==> src/rtl/pwis_pkg.sv <==
// Package for the PID controller with integral separation.
// Default widths, register map, controller states and command/status types.
// No dependencies.
`default_nettype none

package pwis_pkg;

    localparam int DATA_WIDTH_DEF = 16;
    localparam int ACC_WIDTH_DEF  = 48;
    localparam int TICK_WIDTH_DEF = 16;

    localparam int THR_WIDTH = 16;
    localparam logic [THR_WIDTH-1:0] THR_DEFAULT = 16'd2560;  // 10.0 in Q8.8

    localparam int PADDR_WIDTH = 5;
    localparam int PDATA_WIDTH = 32;

    typedef enum logic [2:0] {
        REG_KP  = 3'd0,
        REG_KI  = 3'd1,
        REG_KD  = 3'd2,
        REG_THR = 3'd3,
        REG_EN  = 3'd4,
        REG_LO  = 3'd5,
        REG_HI  = 3'd6
    } reg_idx_t;

    typedef enum logic [3:0] {
        S_IDLE,
        S_EI_MUL,
        S_INT_UPD,
        S_KP_MUL,
        S_KP_DONE,
        S_KI_MUL,
        S_KI_DONE,
        S_KD_MUL,
        S_KD_DONE,
        S_DIV,
        S_FINISH
    } state_t;

    typedef enum logic [3:0] {
        OP_NONE,
        OP_ACCEPT,
        OP_MSTEP,
        OP_INT_UPD,
        OP_KP_DONE,
        OP_KI_DONE,
        OP_KD_DONE,
        OP_DSTEP,
        OP_FINISH
    } op_t;

    typedef struct packed {
        op_t  op;
        logic mul_last;
    } dp_cmd_t;

    typedef struct packed {
        logic out_free;
    } dp_stat_t;

endpackage

`default_nettype wire

==> src/rtl/pwis_in_if.sv <==
// Input channel interface: valid/ready plus set point, measurement and tick.
// Depends on nothing.
`default_nettype none

interface pwis_in_if #(
    parameter int DATA_WIDTH = 16,
    parameter int TICK_WIDTH = 16
);
    logic                         valid;
    logic                         ready;
    logic signed [DATA_WIDTH-1:0] target_value;
    logic signed [DATA_WIDTH-1:0] measured_value;
    logic        [TICK_WIDTH-1:0] tick_now;

    modport source (output valid, target_value, measured_value, tick_now, input ready);
    modport sink   (input valid, target_value, measured_value, tick_now, output ready);
endinterface

`default_nettype wire

==> src/rtl/pwis_out_if.sv <==
// Output channel interface: valid/ready plus drive value and clamp flag.
// Depends on nothing.
`default_nettype none

interface pwis_out_if #(
    parameter int DATA_WIDTH = 16
);
    logic                         valid;
    logic                         ready;
    logic signed [DATA_WIDTH-1:0] drive_value;
    logic                         clamped_flag;

    modport source (output valid, drive_value, clamped_flag, input ready);
    modport sink   (input valid, drive_value, clamped_flag, output ready);
endinterface

`default_nettype wire

==> src/rtl/pwis_ctrl.sv <==
// Sequencer for the PID datapath: steps the shared multiplier and divider.
// Depends on pwis_pkg.
`default_nettype none

module pwis_ctrl #(
    parameter int DATA_WIDTH = pwis_pkg::DATA_WIDTH_DEF,
    parameter int TICK_WIDTH = pwis_pkg::TICK_WIDTH_DEF
) (
    input  wire                 clk,
    input  wire                 rst_n,
    input  wire                 in_valid,
    output logic                in_ready,
    output pwis_pkg::dp_cmd_t   cmd,
    input  wire pwis_pkg::dp_stat_t stat
);
    import pwis_pkg::*;

    localparam int MB  = (TICK_WIDTH + 1 > DATA_WIDTH) ? TICK_WIDTH + 1 : DATA_WIDTH;
    localparam int DNW = (2 * DATA_WIDTH + 1 < 64) ? 2 * DATA_WIDTH + 1 : 64;
    localparam int CMAX = (MB > DNW) ? MB : DNW;
    localparam int CNW = $clog2(CMAX);

    state_t           state_reg, state_next;
    logic [CNW-1:0]   cnt_reg, cnt_next;
    logic             cnt_zero;

    assign cnt_zero = (cnt_reg == '0);

    always_ff @(posedge clk or negedge rst_n)
    begin
        if (!rst_n)
        begin
            state_reg <= S_IDLE;
            cnt_reg   <= '0;
        end
        else
        begin
            state_reg <= state_next;
            cnt_reg   <= cnt_next;
        end
    end

    // next state and counter
    always_comb
    begin
        state_next = state_reg;
        cnt_next   = cnt_reg;
        case (state_reg)
            S_IDLE:
            begin
                if (in_valid)
                begin
                    state_next = S_EI_MUL;
                    cnt_next   = CNW'(MB - 1);
                end
            end
            S_EI_MUL, S_KP_MUL, S_KI_MUL, S_KD_MUL, S_DIV:
            begin
                cnt_next = cnt_reg - 1'b1;
                if (cnt_zero)
                begin
                    case (state_reg)
                        S_EI_MUL: state_next = S_INT_UPD;
                        S_KP_MUL: state_next = S_KP_DONE;
                        S_KI_MUL: state_next = S_KI_DONE;
                        S_KD_MUL: state_next = S_KD_DONE;
                        default:  state_next = S_FINISH;
                    endcase
                end
            end
            S_INT_UPD:
            begin
                state_next = S_KP_MUL;
                cnt_next   = CNW'(MB - 1);
            end
            S_KP_DONE:
            begin
                state_next = S_KI_MUL;
                cnt_next   = CNW'(MB - 1);
            end
            S_KI_DONE:
            begin
                state_next = S_KD_MUL;
                cnt_next   = CNW'(MB - 1);
            end
            S_KD_DONE:
            begin
                state_next = S_DIV;
                cnt_next   = CNW'(DNW - 1);
            end
            S_FINISH:
            begin
                if (stat.out_free)
                    state_next = S_IDLE;
            end
            default:
                state_next = S_IDLE;
        endcase
    end

    // outputs
    always_comb
    begin
        in_ready     = 1'b0;
        cmd.op       = OP_NONE;
        cmd.mul_last = cnt_zero;
        case (state_reg)
            S_IDLE:
            begin
                in_ready = 1'b1;
                if (in_valid)
                    cmd.op = OP_ACCEPT;
            end
            S_EI_MUL, S_KP_MUL, S_KI_MUL, S_KD_MUL: cmd.op = OP_MSTEP;
            S_INT_UPD: cmd.op = OP_INT_UPD;
            S_KP_DONE: cmd.op = OP_KP_DONE;
            S_KI_DONE: cmd.op = OP_KI_DONE;
            S_KD_DONE: cmd.op = OP_KD_DONE;
            S_DIV:     cmd.op = OP_DSTEP;
            S_FINISH:
            begin
                if (stat.out_free)
                    cmd.op = OP_FINISH;
            end
            default:   cmd.op = OP_NONE;
        endcase
    end

endmodule

`default_nettype wire

==> src/rtl/pwis_dp.sv <==
// PID datapath: state, shift-add multiplier, restoring divider, output register.
// Depends on pwis_pkg; driven by pwis_ctrl.
`default_nettype none

module pwis_dp #(
    parameter int DATA_WIDTH = pwis_pkg::DATA_WIDTH_DEF,
    parameter int ACC_WIDTH  = pwis_pkg::ACC_WIDTH_DEF,
    parameter int TICK_WIDTH = pwis_pkg::TICK_WIDTH_DEF
) (
    input  wire                                   clk,
    input  wire                                   rst_n,
    input  wire pwis_pkg::dp_cmd_t                cmd,
    output pwis_pkg::dp_stat_t                    stat,
    input  wire signed [DATA_WIDTH-1:0]           target_value,
    input  wire signed [DATA_WIDTH-1:0]           measured_value,
    input  wire        [TICK_WIDTH-1:0]           tick_now,
    input  wire signed [DATA_WIDTH-1:0]           kp,
    input  wire signed [DATA_WIDTH-1:0]           ki,
    input  wire signed [DATA_WIDTH-1:0]           kd,
    input  wire        [pwis_pkg::THR_WIDTH-1:0]  thr,
    input  wire                                   windup_en,
    input  wire signed [DATA_WIDTH-1:0]           lo_lim,
    input  wire signed [DATA_WIDTH-1:0]           hi_lim,
    output logic                                  out_valid,
    input  wire                                   out_ready,
    output logic signed [DATA_WIDTH-1:0]          drive_value,
    output logic                                  clamped_flag
);
    import pwis_pkg::*;

    localparam int EW   = DATA_WIDTH + 1;
    localparam int DEW  = DATA_WIDTH + 2;
    localparam int MB   = (TICK_WIDTH + 1 > DATA_WIDTH) ? TICK_WIDTH + 1 : DATA_WIDTH;
    localparam int AWID = (ACC_WIDTH > DEW) ? ACC_WIDTH : DEW;
    localparam int PW   = AWID + MB;
    localparam int PX   = (PW > 65) ? PW : 65;
    localparam int DNW  = (2 * DATA_WIDTH + 1 < 64) ? 2 * DATA_WIDTH + 1 : 64;
    localparam int CTW  = (EW > THR_WIDTH) ? EW : THR_WIDTH;

    localparam logic signed [PX-1:0] S64_MAX = {{(PX-63){1'b0}}, {63{1'b1}}};
    localparam logic signed [PX-1:0] S64_MIN = {{(PX-63){1'b1}}, {63{1'b0}}};
    localparam logic signed [65:0]   ACC_MAX = {{(67-ACC_WIDTH){1'b0}}, {(ACC_WIDTH-1){1'b1}}};
    localparam logic signed [65:0]   ACC_MIN = {{(67-ACC_WIDTH){1'b1}}, {(ACC_WIDTH-1){1'b0}}};

    // 65-bit sum of two 64-bit values, saturated back to 64 bits
    function automatic logic signed [63:0] sat65(input logic signed [64:0] s);
        logic signed [63:0] r;
        if (s[64] != s[63])
            r = s[64] ? {1'b1, {63{1'b0}}} : {1'b0, {63{1'b1}}};
        else
            r = s[63:0];
        return r;
    endfunction

    logic signed [EW-1:0]         err_reg, last_err_reg;
    logic        [TICK_WIDTH-1:0] last_tick_reg, elapsed_reg;
    logic signed [DEW-1:0]        derr_reg;
    logic signed [ACC_WIDTH-1:0]  integ_reg;
    logic                         use_i_reg;
    logic signed [PW-1:0]         mc_reg, prod_reg;
    logic        [MB-1:0]         mb_reg;
    logic signed [63:0]           raw_reg;
    logic        [DNW-1:0]        quot_reg;
    logic        [TICK_WIDTH-1:0] rem_reg;
    logic                         dneg_reg;
    logic                         out_valid_reg;
    logic signed [DATA_WIDTH-1:0] drive_reg;
    logic                         clamp_reg;

    logic signed [EW-1:0]         err_in;
    logic        [TICK_WIDTH-1:0] elapsed_in;
    logic signed [DEW-1:0]        derr_in;
    logic        [EW-1:0]         err_mag;
    logic        [THR_WIDTH-1:0]  thr_eff;
    logic                         use_i_in;
    logic signed [PW-1:0]         addend;
    logic signed [PX-1:0]         prod_x;
    logic signed [63:0]           prod_sat;
    logic signed [65:0]           integ_sum;
    logic signed [ACC_WIDTH-1:0]  integ_clamped;
    logic signed [63:0]           raw_plus_prod;
    logic        [63:0]           div_mag;
    logic        [TICK_WIDTH:0]   div_r2;
    logic                         div_ge;
    logic signed [64:0]           quot_s;
    logic signed [63:0]           dterm;
    logic signed [63:0]           raw_final;
    logic signed [63:0]           hi_s, lo_s;

    assign err_in     = EW'(target_value) - EW'(measured_value);
    assign elapsed_in = tick_now - last_tick_reg;
    assign derr_in    = DEW'(err_in) - DEW'(last_err_reg);
    assign err_mag    = err_in[EW-1] ? (~err_in + 1'b1) : err_in;
    assign thr_eff    = (thr == '0) ? THR_DEFAULT : thr;
    assign use_i_in   = !(windup_en && (CTW'(thr_eff) < CTW'(err_mag)));

    // two's complement multiplier: last bit has negative weight
    assign addend   = cmd.mul_last ? -mc_reg : mc_reg;
    assign prod_x   = PX'(prod_reg);
    assign prod_sat = (prod_x > S64_MAX) ? S64_MAX[63:0] :
                      (prod_x < S64_MIN) ? S64_MIN[63:0] : prod_x[63:0];

    assign integ_sum     = 66'(integ_reg) + 66'(prod_sat);
    assign integ_clamped = (integ_sum > ACC_MAX) ? ACC_MAX[ACC_WIDTH-1:0] :
                           (integ_sum < ACC_MIN) ? ACC_MIN[ACC_WIDTH-1:0] :
                           integ_sum[ACC_WIDTH-1:0];

    assign raw_plus_prod = sat65(65'(raw_reg) + 65'(prod_sat));

    assign div_mag = prod_sat[63] ? (~prod_sat + 1'b1) : prod_sat;
    assign div_r2  = {rem_reg, quot_reg[DNW-1]};
    assign div_ge  = (div_r2 >= {1'b0, elapsed_reg});

    assign quot_s    = 65'($unsigned(quot_reg));
    assign dterm     = (elapsed_reg == '0) ? 64'sd0 :
                       dneg_reg ? 64'(-quot_s) : 64'(quot_s);
    assign raw_final = sat65(65'(raw_reg) + 65'(dterm));
    assign hi_s      = 64'(hi_lim) <<< 8;
    assign lo_s      = 64'(lo_lim) <<< 8;

    always_ff @(posedge clk or negedge rst_n)
    begin
        if (!rst_n)
        begin
            integ_reg     <= '0;
            last_err_reg  <= '0;
            last_tick_reg <= '0;
            out_valid_reg <= 1'b0;
        end
        else
        begin
            // a new result may replace one that transfers this cycle
            if (cmd.op == OP_FINISH)
                out_valid_reg <= 1'b1;
            else if (out_valid_reg && out_ready)
                out_valid_reg <= 1'b0;
            case (cmd.op)
                OP_ACCEPT:
                begin
                    last_err_reg  <= err_in;
                    last_tick_reg <= tick_now;
                end
                OP_INT_UPD:
                    integ_reg <= integ_clamped;
                default:
                    integ_reg <= integ_reg;
            endcase
        end
    end

    // payload registers, no reset
    always_ff @(posedge clk)
    begin
        case (cmd.op)
            OP_ACCEPT:
            begin
                err_reg     <= err_in;
                elapsed_reg <= elapsed_in;
                derr_reg    <= derr_in;
                use_i_reg   <= use_i_in;
                mc_reg      <= PW'(err_in);
                mb_reg      <= MB'(elapsed_in);
                prod_reg    <= '0;
            end
            OP_MSTEP:
            begin
                if (mb_reg[0])
                    prod_reg <= prod_reg + addend;
                mc_reg <= mc_reg <<< 1;
                mb_reg <= mb_reg >> 1;
            end
            OP_INT_UPD:
            begin
                mc_reg   <= PW'(err_reg);
                mb_reg   <= MB'(kp);
                prod_reg <= '0;
            end
            OP_KP_DONE:
            begin
                raw_reg  <= prod_sat;
                mc_reg   <= PW'(integ_reg);
                mb_reg   <= MB'(ki);
                prod_reg <= '0;
            end
            OP_KI_DONE:
            begin
                if (use_i_reg)
                    raw_reg <= raw_plus_prod;
                mc_reg   <= PW'(derr_reg);
                mb_reg   <= MB'(kd);
                prod_reg <= '0;
            end
            OP_KD_DONE:
            begin
                dneg_reg <= prod_sat[63];
                quot_reg <= div_mag[DNW-1:0];
                rem_reg  <= '0;
            end
            OP_DSTEP:
            begin
                if (div_ge)
                    rem_reg <= TICK_WIDTH'(div_r2 - {1'b0, elapsed_reg});
                else
                    rem_reg <= div_r2[TICK_WIDTH-1:0];
                quot_reg <= {quot_reg[DNW-2:0], div_ge};
            end
            OP_FINISH:
            begin
                if (raw_final > hi_s)
                begin
                    drive_reg <= hi_lim;
                    clamp_reg <= 1'b1;
                end
                else if (raw_final < lo_s)
                begin
                    drive_reg <= lo_lim;
                    clamp_reg <= 1'b1;
                end
                else
                begin
                    drive_reg <= raw_final[DATA_WIDTH+7:8];
                    clamp_reg <= 1'b0;
                end
            end
            default:
                raw_reg <= raw_reg;
        endcase
    end

    assign stat.out_free = !out_valid_reg || out_ready;
    assign out_valid     = out_valid_reg;
    assign drive_value   = drive_reg;
    assign clamped_flag  = clamp_reg;

endmodule

`default_nettype wire

==> src/rtl/pid_with_integral_separation_top.sv <==
// PID controller with integral-separation anti-windup, signed Q8.8, APB register file.
// One result per input item. Each item passes through MB = max(TICK_WIDTH+1, DATA_WIDTH)
// steps for each of four products on the one shared shift-add multiplier, DNW =
// min(2*DATA_WIDTH+1, 64) steps of the restoring divider for the derivative term, and
// five load and finish steps. The next item is taken only once the result is registered
// and the controller is idle again, so items are not overlapped. A result still waiting
// in the output register only holds the final step of the following item. Registers
// sit at byte address 4*index.
// Depends on pwis_pkg, pwis_in_if, pwis_out_if, pwis_ctrl, pwis_dp.
`default_nettype none

module pid_with_integral_separation_top #(
    parameter int DATA_WIDTH = pwis_pkg::DATA_WIDTH_DEF,
    parameter int ACC_WIDTH  = pwis_pkg::ACC_WIDTH_DEF,
    parameter int TICK_WIDTH = pwis_pkg::TICK_WIDTH_DEF
) (
    input  wire                                  clk,
    input  wire                                  rst_n,
    pwis_in_if.sink                              in_ch,
    pwis_out_if.source                           out_ch,
    input  wire                                  psel,
    input  wire                                  penable,
    input  wire                                  pwrite,
    input  wire  [pwis_pkg::PADDR_WIDTH-1:0]     paddr,
    input  wire  [pwis_pkg::PDATA_WIDTH-1:0]     pwdata,
    output logic [pwis_pkg::PDATA_WIDTH-1:0]     prdata,
    output logic                                 pready
);
    import pwis_pkg::*;

    logic signed [DATA_WIDTH-1:0] kp_reg, ki_reg, kd_reg, lo_reg, hi_reg;
    logic        [THR_WIDTH-1:0]  thr_reg;
    logic                         en_reg;
    logic                         wr_en;
    reg_idx_t                     reg_idx;
    dp_cmd_t                      cmd;
    dp_stat_t                     stat;

    assign pready  = 1'b1;
    assign wr_en   = psel && penable && pwrite;
    assign reg_idx = reg_idx_t'(paddr[4:2]);

    always_ff @(posedge clk or negedge rst_n)
    begin
        if (!rst_n)
        begin
            kp_reg  <= '0;
            ki_reg  <= '0;
            kd_reg  <= '0;
            thr_reg <= THR_DEFAULT;
            en_reg  <= 1'b0;
            lo_reg  <= {1'b1, {(DATA_WIDTH-1){1'b0}}};
            hi_reg  <= {1'b0, {(DATA_WIDTH-1){1'b1}}};
        end
        else if (wr_en)
        begin
            case (reg_idx)
                REG_KP:  kp_reg  <= pwdata[DATA_WIDTH-1:0];
                REG_KI:  ki_reg  <= pwdata[DATA_WIDTH-1:0];
                REG_KD:  kd_reg  <= pwdata[DATA_WIDTH-1:0];
                REG_THR: thr_reg <= pwdata[THR_WIDTH-1:0];
                REG_EN:  en_reg  <= pwdata[0];
                REG_LO:  lo_reg  <= pwdata[DATA_WIDTH-1:0];
                REG_HI:  hi_reg  <= pwdata[DATA_WIDTH-1:0];
                default: en_reg  <= en_reg;
            endcase
        end
    end

    always_comb
    begin
        case (reg_idx)
            REG_KP:  prdata = PDATA_WIDTH'($unsigned(kp_reg));
            REG_KI:  prdata = PDATA_WIDTH'($unsigned(ki_reg));
            REG_KD:  prdata = PDATA_WIDTH'($unsigned(kd_reg));
            REG_THR: prdata = PDATA_WIDTH'(thr_reg);
            REG_EN:  prdata = PDATA_WIDTH'(en_reg);
            REG_LO:  prdata = PDATA_WIDTH'($unsigned(lo_reg));
            REG_HI:  prdata = PDATA_WIDTH'($unsigned(hi_reg));
            default: prdata = '0;
        endcase
    end

    pwis_ctrl #(
        .DATA_WIDTH (DATA_WIDTH),
        .TICK_WIDTH (TICK_WIDTH)
    ) u_ctrl (
        .clk      (clk),
        .rst_n    (rst_n),
        .in_valid (in_ch.valid),
        .in_ready (in_ch.ready),
        .cmd      (cmd),
        .stat     (stat)
    );

    pwis_dp #(
        .DATA_WIDTH (DATA_WIDTH),
        .ACC_WIDTH  (ACC_WIDTH),
        .TICK_WIDTH (TICK_WIDTH)
    ) u_dp (
        .clk            (clk),
        .rst_n          (rst_n),
        .cmd            (cmd),
        .stat           (stat),
        .target_value   (in_ch.target_value),
        .measured_value (in_ch.measured_value),
        .tick_now       (in_ch.tick_now),
        .kp             (kp_reg),
        .ki             (ki_reg),
        .kd             (kd_reg),
        .thr            (thr_reg),
        .windup_en      (en_reg),
        .lo_lim         (lo_reg),
        .hi_lim         (hi_reg),
        .out_valid      (out_ch.valid),
        .out_ready      (out_ch.ready),
        .drive_value    (out_ch.drive_value),
        .clamped_flag   (out_ch.clamped_flag)
    );

endmodule

`default_nettype wire
==> src/flat_wrapper.sv <==
// flat-port wrapper written by rule: the top's interface ports become plain ports
module pid_with_integral_separation_top_flat import pwis_pkg::*;
#(
    parameter int DATA_WIDTH = pwis_pkg::DATA_WIDTH_DEF,
    parameter int ACC_WIDTH  = pwis_pkg::ACC_WIDTH_DEF,
    parameter int TICK_WIDTH = pwis_pkg::TICK_WIDTH_DEF
)
  (clk, rst_n, psel, penable, pwrite, paddr, pwdata, prdata, pready, in_ch_valid, in_ch_target_value, in_ch_measured_value, in_ch_tick_now, in_ch_ready, out_ch_valid, out_ch_drive_value, out_ch_clamped_flag, out_ch_ready);
  pwis_in_if #(.DATA_WIDTH(DATA_WIDTH), .TICK_WIDTH(TICK_WIDTH)) in_ch_i ();
  pwis_out_if #(.DATA_WIDTH(DATA_WIDTH)) out_ch_i ();
  input  wire clk;
  input  wire rst_n;
  input  wire psel;
  input  wire penable;
  input  wire pwrite;
  input  wire  [pwis_pkg::PADDR_WIDTH-1:0] paddr;
  input  wire  [pwis_pkg::PDATA_WIDTH-1:0] pwdata;
  output logic [pwis_pkg::PDATA_WIDTH-1:0] prdata;
  output logic pready;
  input wire logic [$bits(in_ch_i.valid)-1:0] in_ch_valid;
  input wire logic [$bits(in_ch_i.target_value)-1:0] in_ch_target_value;
  input wire logic [$bits(in_ch_i.measured_value)-1:0] in_ch_measured_value;
  input wire logic [$bits(in_ch_i.tick_now)-1:0] in_ch_tick_now;
  output wire logic [$bits(in_ch_i.ready)-1:0] in_ch_ready;
  output wire logic [$bits(out_ch_i.valid)-1:0] out_ch_valid;
  output wire logic [$bits(out_ch_i.drive_value)-1:0] out_ch_drive_value;
  output wire logic [$bits(out_ch_i.clamped_flag)-1:0] out_ch_clamped_flag;
  input wire logic [$bits(out_ch_i.ready)-1:0] out_ch_ready;
  assign in_ch_i.valid = in_ch_valid;
  assign in_ch_i.target_value = in_ch_target_value;
  assign in_ch_i.measured_value = in_ch_measured_value;
  assign in_ch_i.tick_now = in_ch_tick_now;
  assign in_ch_ready = in_ch_i.ready;
  assign out_ch_valid = out_ch_i.valid;
  assign out_ch_drive_value = out_ch_i.drive_value;
  assign out_ch_clamped_flag = out_ch_i.clamped_flag;
  assign out_ch_i.ready = out_ch_ready;
  pid_with_integral_separation_top #(.DATA_WIDTH(DATA_WIDTH), .ACC_WIDTH(ACC_WIDTH), .TICK_WIDTH(TICK_WIDTH)) u_core (.clk(clk), .rst_n(rst_n), .in_ch(in_ch_i), .out_ch(out_ch_i), .psel(psel), .penable(penable), .pwrite(pwrite), .paddr(paddr), .pwdata(pwdata), .prdata(prdata), .pready(pready));
endmodule
==> config.mk <==
export PLATFORM = sky130hd
export DESIGN_NAME = pid_with_integral_separation_top_flat
export DESIGN_NICKNAME = d
export VERILOG_FILES = /design/src/rtl/pwis_pkg.sv /design/src/rtl/pwis_in_if.sv /design/src/rtl/pwis_out_if.sv /design/src/rtl/pwis_ctrl.sv /design/src/rtl/pwis_dp.sv /design/src/rtl/pid_with_integral_separation_top.sv /design/src/flat_wrapper.sv
export SDC_FILE = /design/constraint.sdc
export NUM_CORES = 2
export LEC_CHECK = 0
export BUFFER_PORTS_ARGS = -buffer_cell sky130_fd_sc_hd__buf_2
export CAP_MARGIN = 20
export CORE_UTILIZATION = 40
export DETAILED_ROUTE_END_ITERATION = 12
export HOLD_SLACK_MARGIN = 0.1
export PLACE_DENSITY = 0.62
export SETUP_SLACK_MARGIN = 0.5
export SYNTH_ARGS = -nofsm -noshare
export SYNTH_HDL_FRONTEND = slang
export SYNTH_SLANG_ARGS = --single-unit
==> constraint.sdc <==
create_clock -name clk -period 10.38 [get_ports clk]
set_input_delay 2.076 -clock clk [delete_from_list [all_inputs] [get_ports clk]]
set_output_delay 2.076 -clock clk [all_outputs]
set_load 0.02 [all_outputs]
==> qor.csv <==
stage;metric;value;unit
finish;area_delta_synth_final;11.8;%
setup_path;crit_slowest_cell;a2111o_1;
pwr;netSwitchingFraction;0.489;
global_routing;gr-usage-all-layers;0.231;
placed_design;dpl.hpwl;107000;um
placed_design;globalplace.congestion;0.930;
sta;tightest_slew;1.09;ns
cts;clkSinkCount;519;
synth;synthTopCellsByArea;edfxtp_1, ha_1, dfrtp_1;
sta;relSlewSlack;0.273;
drt;wl_met3;7540;um
pwr;power_density;369;nW/um^2
hold_path;hp-start;u_core.u_dp.last_err_reg[12];
synth;synthFlopType;edfxtp_1;
run;drv_cap;0;
pwr;clkPwrFrac;0.119;
synth;yosys.area.top_type_share;0.211;
global_routing;grt_overflow;0;
drt;top_layer;met4;
finish;seq_area;14700;sq um
setup_path;rr_startpoint;u_core.u_dp.quot_reg[0];
pwr;leakage;22.3;nW
finish;fillers;11339;
synth;yosysSeqAreaShare;0.312;
setup_path;worstPathArrival;10.10;ns
drt;firstDrtPassIters;7;
setup_path;slowest_delay;0.48;ns
sta;period_share;0.931;
floorplanning;core;116000;sq um
finish;final_cell_mix;nor2_1, a21oi_1, ha_1;
cts;clk_path_buf_depth;3;
cts;cts_tree;built;
global_routing;grt_pass1_wl;220000;um
finish;multiInputGateArea;31000;sq um
synth;synth_cells;5482;
cts;cts.hold.buffers_added;0;
hold_path;min_path_cells;2;
pwr;p_int;0.00988;W
synth;syn_area;47000;sq um
drt;wl_met2;61600;um
synth;ys_ff_latch;519;
sta;skew;0.0854;ns
pwr;p_sw;0.00947;W
synth;yosysWarnings;0;
global_routing;grt_max_degree;129;
synth;synth_edf_count;330;
hold_path;hp-class;reg2reg;
floorplanning;dieArea;119000;sq um
setup_path;cp-end-kind;flop;
setup_path;crit_top_cell;a21o_1;
drt;viasPerCell;5.86;
cts;cts.clk_slew.worst_paths;0.07;ns
sta;setup_viol;0;
finish;drive_gt1_frac;0.109;
outcome;outcome;finished, final reports clean;
setup_path;worstSetupPathType;reg2reg;
drt;drt-wirelength-per-cell;20.0;um
drt;drc_errors;0;
setup_path;reg2reg_slack;0.71;ns
setup_path;start_kind;flop;
sta;final.setup.tns;0;ns
pwr;seq_power_share;0.209;
synth;async_flop_share;0.364;
floorplanning;die_w;345;um
hold_path;whs_endpoint;u_core.u_dp.last_err_reg[12];
sta;drv_slew;0;
global_routing;first_global_vias;38873;
floorplanning;start_util;0.404;
cts;cts_buffers;59;
pwr;p_comb_frac;0.673;
setup_path;cp_max_fo;5;
floorplanning;dieHeight;345;um
synth;syn_avg_cell_area;8.57;sq um
floorplanning;io_pins;144;
drt;num_vias;41581;
sta;clock.fmax;103;MHz
synth;synth_area_leader_cell;edfxtp_1;
sta;rsz0062_at_grt;true;
sta;period_minus_slack;9.67;ns
finish;fin_nets;6078;
floorplanning;placementRows;125;
synth;ys_types;99;
finish;layout_commonest_cell;nor2_1;
drt;first_iter_violations;3146;
setup_path;cp.required;10.82;ns
cts;cts_root_buf;clkbuf_16;
setup_path;r2r_cells;43;
cts;clock_latency;0.68;ns
drt;wl;142000;um
setup_path;r2r_end;u_core.u_dp.drive_value[0];
drt;m1WireLength;68500;um
finish;fin_util;0.451;
placed_design;portBuffers;108;
cts;h-tree-depth;2;
sta;final_hold_viol_count;0;
global_routing;antenna_found_initial;0;
drt;ant_nets;0;
pwr;ir_drop;0.200;mV
## power by group through the flow
| stage | registers [W] | clock network (W) | logic (W) |
|---|---|---|---|
| 3_3_place_gp | 0.00403 | 0 | 0.0124 |
| 6_report | 0.00404 | 0.00230 | 0.0130 |
| 2_1_floorplan | 0.00373 | 0 | 0.00977 |
| 3_5_place_dp | 0.00405 | 0 | 0.0125 |
| 4_1_cts | 0.00401 | 0.00234 | 0.0127 |
| 5_1_grt | 0.00410 | 0.00241 | 0.0145 |
## synthesized netlist by cell type, types with 89 or more instances
master    number
ha_1         453
inv_1        245
clkbuf_1     220
edfxtp_1     330
dfrtp_1      171
xnor2_1      214
a21o_1       246
o21ai_0      449
mux2_2        90
nor3_1        89
nor2_1       543
a21oi_1      489
xor2_1       170
nand2_1      439
## metal layers
layer / vias up / track usage
met2: 1099 / 0.356
li1: 20322 / -
met4: 0 / 0.0635
met5: - / 0
met3: 200 / 0.0226
met1: 19960 / 0.343
## worst max path at each step
stage	start	endpoint	slack (ns)	depth (start not counted)
detailed placement	u_core.u_dp.quot_reg[1]	u_core.u_dp.drive_value[0]	0.04	44
global placement	u_core.u_dp.quot_reg[1]	u_core.u_dp.drive_value[0]	0.04	44
finish	u_core.u_dp.quot_reg[0]	u_core.u_dp.drive_value[0]	0.71	43
global route	u_core.u_dp.quot_reg[0]	u_core.u_dp.drive_value[0]	0.37	45
CTS	u_core.u_dp.quot_reg[1]	u_core.u_dp.drive_value[0]	0.52	45
floorplan	u_core.u_dp.quot_reg[1]	u_core.u_dp.drive_value[10]	0.52	44
## cells by family (layout without fill, tap and decap cells)
logic type / Yosys count / after routing / share of synthesized area
AOI/OAI and AO/OA: 1807 / 1807 / 0.244
xor gates and xnor gates: 384 / 384 / 0.0716
adders and majority gates: 507 / 507 / 0.134
buffers and inverters: 524 / 603 / 0.0438
DFF: 519 / 519 / 0.312
muxes: 154 / 154 / 0.0360
other: 2 / 18 / 0.000160
and+or+nand+nor: 1585 / 1585 / 0.158
## what timing repair did
action                     in CTS  in global routing
gates cloned                    1                  6
gates resized for setup        21                132
setup endpoints to repair      17                 17
setup buffers                   1                 28
pin swaps                       3                 45
## through the flow
step / hold slack (ns) / instance area [sq um] / std cells / worst slack (ns) / power, W
CTS: 0.484 / 51500 / 7065 / 0.516 / 0.0190
global route: 0.512 / 52500 / 7100 / 0.374 / 0.0210
detailed placement: 0.471 / 49300 / 6951 / 0.0371 / 0.0166
floorplan: 0.450 / 47000 / 5497 / 0.522 / 0.0135
global placement: 0.463 / 49300 / 6951 / 0.0408 / 0.0165
finish: 0.479 / 52500 / 7101 / 0.715 / 0.0194
## worst max-delay path, delay by kind of cell, from the launching register on
family,cells,cell delay (ns)
AND/OR/NAND/NOR,22,4.60
flip-flops,1,0.38
adder cells (fa/ha/maj),3,0.83
XOR/XNOR,1,0.12
multiplexers,1,0.31
AO/OA/AOI/OAI,11,2.35
buffers and inverters,5,0.83
## final cells by class
cell class / count / share of cell area
Clock buffer: 74 / 0.0310
Inverter: 246 / 0.0176
Sequential cell: 519 / 0.279
Timing Repair Buffer: 245 / 0.0349
Clock inverter: 38 / 0.00939
Multi-Input combinational cell: 4454 / 0.591
Tap cell: 1524 / 0.0363
Antenna cell: 1 / 0.0000477
Power figures use the tool's default switching activity.
